--- config.mk ---
export PLATFORM = sky130hd
export DESIGN_NAME = api_frame_receive_parser_core
export DESIGN_NICKNAME = d
export VERILOG_FILES = /design/src/sv/afrp_pkg.sv /design/src/sv/api_frame_receive_parser_core.sv
export SDC_FILE = /design/constraint.sdc
export NUM_CORES = 1
export LEC_CHECK = 0
export ABC_AREA = 1
export BUFFER_PORTS_ARGS = -buffer_cell sky130_fd_sc_hd__buf_2
export CORE_MARGIN = 4
export CORE_UTILIZATION = 30
export DETAILED_ROUTE_END_ITERATION = 10
export PLACE_DENSITY = 0.45
export SLEW_MARGIN = 20
export SYNTH_ARGS = -nofsm -noshare
export SYNTH_HDL_FRONTEND = slang
export SYNTH_SLANG_ARGS = --single-unit
--- constraint.sdc ---
create_clock -name clk -period 30.5 [get_ports clk]
set_input_delay 3.05 -clock clk [delete_from_list [all_inputs] [get_ports clk]]
set_output_delay 3.05 -clock clk [all_outputs]
set_load 0.01 [all_outputs]
--- src/sv/afrp_pkg.sv ---
// shared types and constants for the api frame receive parser
`default_nettype none

package afrp_pkg;

  typedef enum logic [2:0] {
    ST_BUSY  = 3'd0,
    ST_OK    = 3'd1,
    ST_DELIM = 3'd2,
    ST_TYPE  = 3'd3,
    ST_LONG  = 3'd4,
    ST_SUM   = 3'd5
  } frame_status_t;

  typedef enum logic [0:0] {
    CFG_START_DELIM = 1'b0,
    CFG_FRAME_TYPE  = 1'b1
  } cfg_reg_t;

  localparam int CFG_INDEX_W = 8;

  localparam logic [7:0] START_DELIM_RST = 8'h7E;
  localparam logic [7:0] FRAME_TYPE_RST  = 8'h10;
  localparam logic [7:0] SUM_GOOD        = 8'hFF;
  localparam logic [7:0] COUNT_MAX       = 8'hFF;

  // byte positions within a frame, delimiter at zero
  localparam int POS_LEN_HI   = 1;
  localparam int POS_LEN_LO   = 2;
  localparam int POS_TYPE     = 3;
  localparam int POS_ID       = 4;
  localparam int POS_ADDR_END = 12;
  localparam int POS_SHRT_END = 14;
  localparam int POS_RADIUS   = 15;
  localparam int POS_OPTIONS  = 16;
  localparam int LEN_OFFSET   = 3;
  localparam int DLEN_OFFSET  = 4;

endpackage

`default_nettype wire

--- src/sv/api_frame_receive_parser_core.sv ---
// api frame receive parser: byte stream in, per-byte status and frame fields out
//
//   channel | ports                          | dir | content
//   in      | in_valid in_ready in_rx_byte   | in  | one received byte
//   out     | out_valid out_ready out_*      | out | status, payload byte, frame fields
//   cfg     | cfg_valid cfg_ready cfg_index  | in  | start delimiter, expected type
//           | cfg_data                       |     |
//
// one byte per cycle while the output is not stalled: the frame state is updated and
// the result registered on the accept edge, the result appears the cycle after
// the single output register is refilled in the same cycle it is taken
// a stalled output holds the input off; cfg writes are always taken
// synchronous active-low reset puts the parser in hunting and restores the cfg defaults
`default_nettype none

module api_frame_receive_parser_core
  import afrp_pkg::*;
#(
  parameter int MAX_FRAME_POS = 255
) (
  input  wire logic                   clk,
  input  wire logic                   rst_n,

  input  wire logic                   in_valid,
  output logic                        in_ready,
  input  wire logic [7:0]             in_rx_byte,

  output logic                        out_valid,
  input  wire logic                   out_ready,
  output logic [2:0]                  out_status,
  output logic                        out_payload_valid,
  output logic [7:0]                  out_payload_byte,
  output logic [7:0]                  out_frame_id,
  output logic [63:0]                 out_address_long,
  output logic [15:0]                 out_address_short,
  output logic [7:0]                  out_radius,
  output logic [7:0]                  out_option_bits,
  output logic [7:0]                  out_payload_count,
  output logic [15:0]                 out_data_length,

  input  wire logic                   cfg_valid,
  output logic                        cfg_ready,
  input  wire logic [CFG_INDEX_W-1:0] cfg_index,
  input  wire logic [7:0]             cfg_data
);

  // position reaches at most one past the limit before the overrun error
  localparam int PW = $clog2(MAX_FRAME_POS + 2);

  logic [7:0]    start_delim_r;
  logic [7:0]    frame_type_r;

  logic [PW-1:0] pos_r, pos_nxt;
  logic [7:0]    len_hi_r, len_hi_nxt;
  logic [7:0]    len_lo_r, len_lo_nxt;
  logic [7:0]    sum_r, sum_nxt;
  logic [7:0]    id_r, id_nxt;
  logic [63:0]   addr_l_r, addr_l_nxt;
  logic [15:0]   addr_s_r, addr_s_nxt;
  logic [7:0]    radius_r, radius_nxt;
  logic [7:0]    opts_r, opts_nxt;
  logic [7:0]    pcnt_r, pcnt_nxt;

  logic          ov_r;
  frame_status_t st_r, st_nxt;
  logic          pv_r, pv_nxt;
  logic [7:0]    pb_r, pb_nxt;
  logic [15:0]   dlen_r, dlen_nxt;

  logic          in_fire;
  logic [16:0]   end_pos;

  assign in_ready  = !ov_r || out_ready;
  assign in_fire   = in_valid && in_ready;
  assign cfg_ready = 1'b1;

  assign end_pos = {1'b0, len_hi_r, len_lo_r} + 17'(LEN_OFFSET);

  always_ff @(posedge clk) begin
    if (!rst_n) begin
      start_delim_r <= START_DELIM_RST;
      frame_type_r  <= FRAME_TYPE_RST;
    end else if (cfg_valid) begin
      if (cfg_index == CFG_INDEX_W'(CFG_START_DELIM)) begin
        start_delim_r <= cfg_data;
      end else if (cfg_index == CFG_INDEX_W'(CFG_FRAME_TYPE)) begin
        frame_type_r <= cfg_data;
      end
    end
  end

  always_comb begin
    pos_nxt    = pos_r;
    len_hi_nxt = len_hi_r;
    len_lo_nxt = len_lo_r;
    sum_nxt    = sum_r;
    id_nxt     = id_r;
    addr_l_nxt = addr_l_r;
    addr_s_nxt = addr_s_r;
    radius_nxt = radius_r;
    opts_nxt   = opts_r;
    pcnt_nxt   = pcnt_r;
    st_nxt     = ST_BUSY;
    pv_nxt     = 1'b0;
    pb_nxt     = '0;
    dlen_nxt   = '0;

    if (pos_r == '0) begin
      if (in_rx_byte == start_delim_r) begin
        pos_nxt  = PW'(1);
        sum_nxt  = '0;
        pcnt_nxt = '0;
      end
    end else if (in_rx_byte == start_delim_r) begin
      st_nxt  = ST_DELIM;
      pos_nxt = '0;
    end else begin
      // checksum covers the type byte onward
      if (pos_r >= PW'(POS_TYPE)) begin
        sum_nxt = sum_r + in_rx_byte;
      end
      if (pos_r == PW'(POS_LEN_HI)) begin
        len_hi_nxt = in_rx_byte;
        pos_nxt    = pos_r + PW'(1);
      end else if (pos_r == PW'(POS_LEN_LO)) begin
        len_lo_nxt = in_rx_byte;
        pos_nxt    = pos_r + PW'(1);
      end else if (pos_r == PW'(POS_TYPE)) begin
        if (in_rx_byte != frame_type_r) begin
          st_nxt  = ST_TYPE;
          pos_nxt = '0;
        end else begin
          pos_nxt = pos_r + PW'(1);
        end
      end else if (pos_r == PW'(POS_ID)) begin
        id_nxt  = in_rx_byte;
        pos_nxt = pos_r + PW'(1);
      end else if (pos_r <= PW'(POS_ADDR_END)) begin
        addr_l_nxt = {addr_l_r[55:0], in_rx_byte};
        pos_nxt    = pos_r + PW'(1);
      end else if (pos_r <= PW'(POS_SHRT_END)) begin
        addr_s_nxt = {addr_s_r[7:0], in_rx_byte};
        pos_nxt    = pos_r + PW'(1);
      end else if (pos_r == PW'(POS_RADIUS)) begin
        radius_nxt = in_rx_byte;
        pos_nxt    = pos_r + PW'(1);
      end else if (pos_r == PW'(POS_OPTIONS)) begin
        opts_nxt = in_rx_byte;
        pos_nxt  = pos_r + PW'(1);
      end else if (pos_r > PW'(MAX_FRAME_POS)) begin
        st_nxt  = ST_LONG;
        pos_nxt = '0;
      end else if (17'(pos_r) == end_pos) begin
        // checksum byte already folded into sum_nxt
        if (sum_nxt == SUM_GOOD) begin
          st_nxt   = ST_OK;
          dlen_nxt = 16'(pos_r - PW'(DLEN_OFFSET));
        end else begin
          st_nxt = ST_SUM;
        end
        pos_nxt = '0;
      end else begin
        pv_nxt = 1'b1;
        pb_nxt = in_rx_byte;
        if (pcnt_r != COUNT_MAX) begin
          pcnt_nxt = pcnt_r + 8'd1;
        end
        pos_nxt = pos_r + PW'(1);
      end
    end
  end

  always_ff @(posedge clk) begin
    if (!rst_n) begin
      pos_r <= '0;
      ov_r  <= 1'b0;
    end else begin
      if (in_fire) begin
        pos_r <= pos_nxt;
        ov_r  <= 1'b1;
      end else if (out_ready) begin
        ov_r <= 1'b0;
      end
    end
  end

  always_ff @(posedge clk) begin
    if (in_fire) begin
      len_hi_r <= len_hi_nxt;
      len_lo_r <= len_lo_nxt;
      sum_r    <= sum_nxt;
      id_r     <= id_nxt;
      addr_l_r <= addr_l_nxt;
      addr_s_r <= addr_s_nxt;
      radius_r <= radius_nxt;
      opts_r   <= opts_nxt;
      pcnt_r   <= pcnt_nxt;
      st_r     <= st_nxt;
      pv_r     <= pv_nxt;
      pb_r     <= pb_nxt;
      dlen_r   <= dlen_nxt;
    end
  end

  // frame fields show only with a good frame
  always_comb begin
    out_valid         = ov_r;
    out_status        = st_r;
    out_payload_valid = pv_r;
    out_payload_byte  = pb_r;
    out_data_length   = dlen_r;
    if (st_r == ST_OK) begin
      out_frame_id      = id_r;
      out_address_long  = addr_l_r;
      out_address_short = addr_s_r;
      out_radius        = radius_r;
      out_option_bits   = opts_r;
      out_payload_count = pcnt_r;
    end else begin
      out_frame_id      = '0;
      out_address_long  = '0;
      out_address_short = '0;
      out_radius        = '0;
      out_option_bits   = '0;
      out_payload_count = '0;
    end
  end

endmodule

`default_nettype wire

==> results.md <==
Pwr:
- Across the VDD grid, the largest voltage drop is 0.00003218 V.
- In this run the power spent charging and discharging nets is 131.2 uW.
- The cell area power density is 47.20 nW/um2.
- The design draws 523.0 uW.
- In this run the static leakage power is 5.207 nW.
- In this run, the combinational gates consume 4.3% of the power.
- The sequential fraction of design power is 52.2%.
- The clock group share of total power is 43.5%.
- The internal portion of the total power is 391.9 uW.
- The switching part of the total power is approximately 25%.

Worst setup path:
- The signal arrival time at the worst endpoint is between 3000 and 4000 ps.
- The largest fanout on the critical path is 3.
- The slowest stage of the critical path belongs to the cell sky130_fd_sc_hd__buf_2.
- Walking the worst path, the cells encountered are buf_2 > inv_1 > nand2_1 > buf_2.
- The kind of critical path is in2out.
- The worst setup path is captured at a primary output.
- For this run, the slowest stage of the critical path takes 140 ps.
- The startpoint kind of the worst setup timing path is an input port.
- The data required time at the worst endpoint is 27450 ps.
- The most frequent cell on the critical path is sky130_fd_sc_hd__buf_2.

Synthesis:
- The net count after synthesis is 1044.
- The number of flops mapped to enable cells by yosys is between 150 and 200.
- The number of library cell types mapped by synthesis is 46.
- The cell count after synthesis came out at a little under 1000.
- The cell taking the most area after synthesis is sky130_fd_sc_hd__edfxtp_1.
- The post-synthesis register bit count is around 180.
- Among all cell types in the netlist, the one instantiated most often is sky130_fd_sc_hd__nor2_1.
- In the synthesized netlist, the cells that appear most often are sky130_fd_sc_hd__nor2_1, sky130_fd_sc_hd__inv_1, sky130_fd_sc_hd__edfxtp_1.
- The area share of the largest cell type after synthesis is 51.51%.
- Yosys printed 0 warnings.
- For this run, asynchronously set or reset flops after synthesis account for 0%.
- Dividing the synthesized area by the synthesized cell count gives ~9 um2.
- In the post-synthesis netlist, the biggest area contributors are sky130_fd_sc_hd__edfxtp_1, sky130_fd_sc_hd__nor2_1, sky130_fd_sc_hd__inv_1.
- The combined area of all synthesized cells is 9210 um2.
- The sequential element share of the synthesized area is 57.17%.
- The most used flip-flop cell after synthesis is sky130_fd_sc_hd__edfxtp_1.

Placed design:
- The cell area after placement is 10450 um2.
- The detailed placer's ending HPWL is around 17000 um.
- The number of buffers inserted by port buffering is 170.
- The cell count after placement is 1530.
- At the end of routability-driven placement, the weighted congestion stood at 0.8157.

CTS:
- The clock net in this run drives a total of around 180 sinks.
- The clock tree root driver cell is sky130_fd_sc_hd__clkbuf_16.
- The CTS tree is built.
- Gates resized during post-CTS repair numbered 0.
- The total CTS buffers is 17.
- The H-tree was split into 4 levels.
- Post-CTS timing repair inserted 0 buffers for setup.
- The number of buffers inserted for hold repair after clock tree synthesis is 0.
- Clock-pin slew was measured on the worst setup and hold paths at about 80 ps.
- The clock latency reported for the late side of the worst-skew pair is 440 ps.
- The longest clock path from root to sink contains 2 buffers.

Final layout:
- The non-filler instance count after layout is between 1500 and 2000.
- The antenna diode instance count is 0.
- The finished cells cover 11080 um2.
- The share of cells above drive strength 1 is a little over a fifth.
- The net count reported at finish is 1210.
- From synthesis to final layout, the design area changed by 20.31%.

Routing:
- Dividing the detail-routed wire length by the instance count gives 14.82 um.
- Once detail routing completed, the nets flagged for antenna violations numbered 0.
- The via density per instance is 4.367.
- The number of vias in the routed layout is between 6000 and 7000.
- The number of DRC markers in iteration 0 is approximately 430.
- For this run, design rule violations remaining after detail routing come to 0.
- After detailed routing, the total wire length is ~23000 um.
- For this run, the detailed router's first-pass iteration total came to 7.

Global routing:
- The first global-routing pass estimated roughly 37000 um of wire.
- The number of antenna violations at the first check in global routing is 0.
- For this run the aggregate overflow at the end of global routing stands at 0.
- The pin count of the biggest net entering global routing is between 90 and 100.
- In the global route stage, overall resource usage came out at roughly 14%.
- The number of global-route vias before repair came to approximately 6700.

STA:
- The number of slew-limit violations in the final report was 0.
- The maximum clock frequency is 0.1552 GHz.
- Summed over all failing endpoints, the final setup total negative slack is 0 ps.
- For the pin with the worst max-slew slack, the measured transition is just over 1000 ps.
- For the final database, setup skew stands at 17.41 ps.
- The total of endpoints with negative setup slack in the final report is 0.
- The final hold violation count came to 0.
- Setup repair after global routing left no endpoint under its margin.
- The relative max-transition margin is 32.33%.
- The clock period could shrink to between 6000 and 7000 ps.
- The final worst-path cycle share is between 20% and 30%.

Floorplanning:
- The x dimension of the die is 183.2 um.
- Row generation in the floorplan step produced 63 rows.
- The number of top-level design ports is 172.
- The die area is 33570 um2.
- The die is roughly 180 um tall.
- The initial standard-cell utilization of the core is 30.75%.
- The total core area is 29950 um2.

Status:
- The flow ran to the end, and the final reports show no timing, DRC or antenna violations.

Run:
- Max-cap violations in this run came to 0.

Worst hold path:
- The class of the worst hold path is reg2reg.
[per-stage QoR]
| step | util, % | worst slack [ps] | hold slack, ps |
|---|---|---|---|
| CTS | 36.96 | 24060 | 439.3 |
| global route | 36.99 | 24030 | 452.0 |
| finish | 36.99 | 24060 | 441.6 |
| detailed placement | 34.89 | 24060 | 434.6 |
| global placement | 34.85 | 24050 | 429.9 |
| floorplan | - | 15720 | 426.4 |
[per-layer routing]
layer / routed length [um] / vias up / global-route usage [%]
li1: - / 3460 / -
met1: 10780 / 3214 / 18.88
met2: 11360 / 134 / 23.55
met3: 831 / 13 / 2.519
met4: 178 / 0 / 2.771
met5: 0 / - / 0
[worst max-delay path, delay by kind of cell]
family | cells | cell delay [ps]
AND/OR/NAND/NOR | 1 | 70
buffers and inverters | 3 | 270
[logic make-up (layout without fill, tap and decap cells)]
logic type | count (synthesis) | after routing | synth area share (%)
adder cells (fa/ha/maj) | 22 | 22 | 3.070
flip-flops | 184 | 184 | 57.17
XOR/XNOR | 34 | 34 | 3.233
multiplexers | 3 | 3 | 0.3261
AND/OR/NAND/NOR | 464 | 464 | 22.85
AO/OA/AOI/OAI | 54 | 54 | 3.193
buffers and inverters | 230 | 409 | 10.08
other | 2 | 2 | 0.08154
[power by group through the flow]
stage	Sequential, mW	Clock (mW)	Combinational [mW]
final	0.273	0.228	0.0225
after global routing	0.273	0.245	0.0250
after CTS	0.273	0.236	0.0231
after detailed placement	0.279	0	0.0231
after global placement	0.279	0	0.0229
after floorplan	0.279	0	0.0109
[flip-flops by register name, indices dropped and copies added, names as in the netlist]
name               cells
id_r                   8
out_data_length       10
pcnt_r                 8
out_payload_byte       8
pos_r                  9
len_lo_r               8
addr_s_r              16
radius_r               8
opts_r                 8
addr_l_r              64
start_delim_r          8
sum_r                  8
out_status             3
out_payload_valid      1
len_hi_r               8
out_valid              1
frame_type_r           8
[final timing paths]
check | slack (ps) | cells after the start | startpoint | to
max reg2reg | 27290 | 10 | pos_r[0]$_SDFFE_PN0P_ | pcnt_r[4]$_SDFFCE_PP0P_
max | 24060 | 4 | out_ready | in_ready
min | 440 | 0 | addr_l_r[31]$_DFFE_PP_ | addr_l_r[39]$_DFFE_PP_
min reg2reg | 440 | 0 | addr_l_r[31]$_DFFE_PP_ | addr_l_r[39]$_DFFE_PP_
[layout by cell type, fill, tap and decap left out, types with 2 or more instances in the layout]
cell type	instances
sky130_fd_sc_hd__inv_2	5
sky130_fd_sc_hd__clkinv_8	8
sky130_fd_sc_hd__xnor2_1	15
sky130_fd_sc_hd__ha_1	21
sky130_fd_sc_hd__nor2_1	202
sky130_fd_sc_hd__nand4_1	16
sky130_fd_sc_hd__buf_4	5
sky130_fd_sc_hd__or2_2	3
sky130_fd_sc_hd__nand2_4	3
sky130_fd_sc_hd__nor3_2	2
sky130_fd_sc_hd__nor4_4	2
sky130_fd_sc_hd__edfxtp_1	158
sky130_fd_sc_hd__nor2_8	2
sky130_fd_sc_hd__o21ai_1	2
sky130_fd_sc_hd__o21ai_2	2
sky130_fd_sc_hd__nor4_1	2
sky130_fd_sc_hd__nor3_4	3
sky130_fd_sc_hd__nand2_2	6
sky130_fd_sc_hd__o21ai_0	21
sky130_fd_sc_hd__nand3_1	46
sky130_fd_sc_hd__clkbuf_16	17
sky130_fd_sc_hd__dfxtp_1	26
sky130_fd_sc_hd__nand2_1	134
sky130_fd_sc_hd__nor3b_1	4
sky130_fd_sc_hd__conb_1	2
sky130_fd_sc_hd__inv_6	5
sky130_fd_sc_hd__nor2_4	2
sky130_fd_sc_hd__nor3_1	16
sky130_fd_sc_hd__clkinv_1	2
sky130_fd_sc_hd__inv_1	195
sky130_fd_sc_hd__mux2i_1	3
sky130_fd_sc_hd__o211ai_1	2
sky130_fd_sc_hd__nor2_2	13
sky130_fd_sc_hd__xor2_1	19
sky130_fd_sc_hd__buf_2	170
sky130_fd_sc_hd__nand3_2	2
sky130_fd_sc_hd__a21oi_1	23
[layout make-up]
cell class / instances / area [um2]
clock buffers: 17 / 425.4
flip-flops and latches: 184 / 5265
clock inverters: 15 / 195.2
repair buffers: 175 / 888.4
inverters: 202 / 758.2
multi-input cells: 579 / 3060
fillers: 3136 / 18870
well taps: 390 / 488.0
No activity file was read; power rests on OpenSTA's default activity.
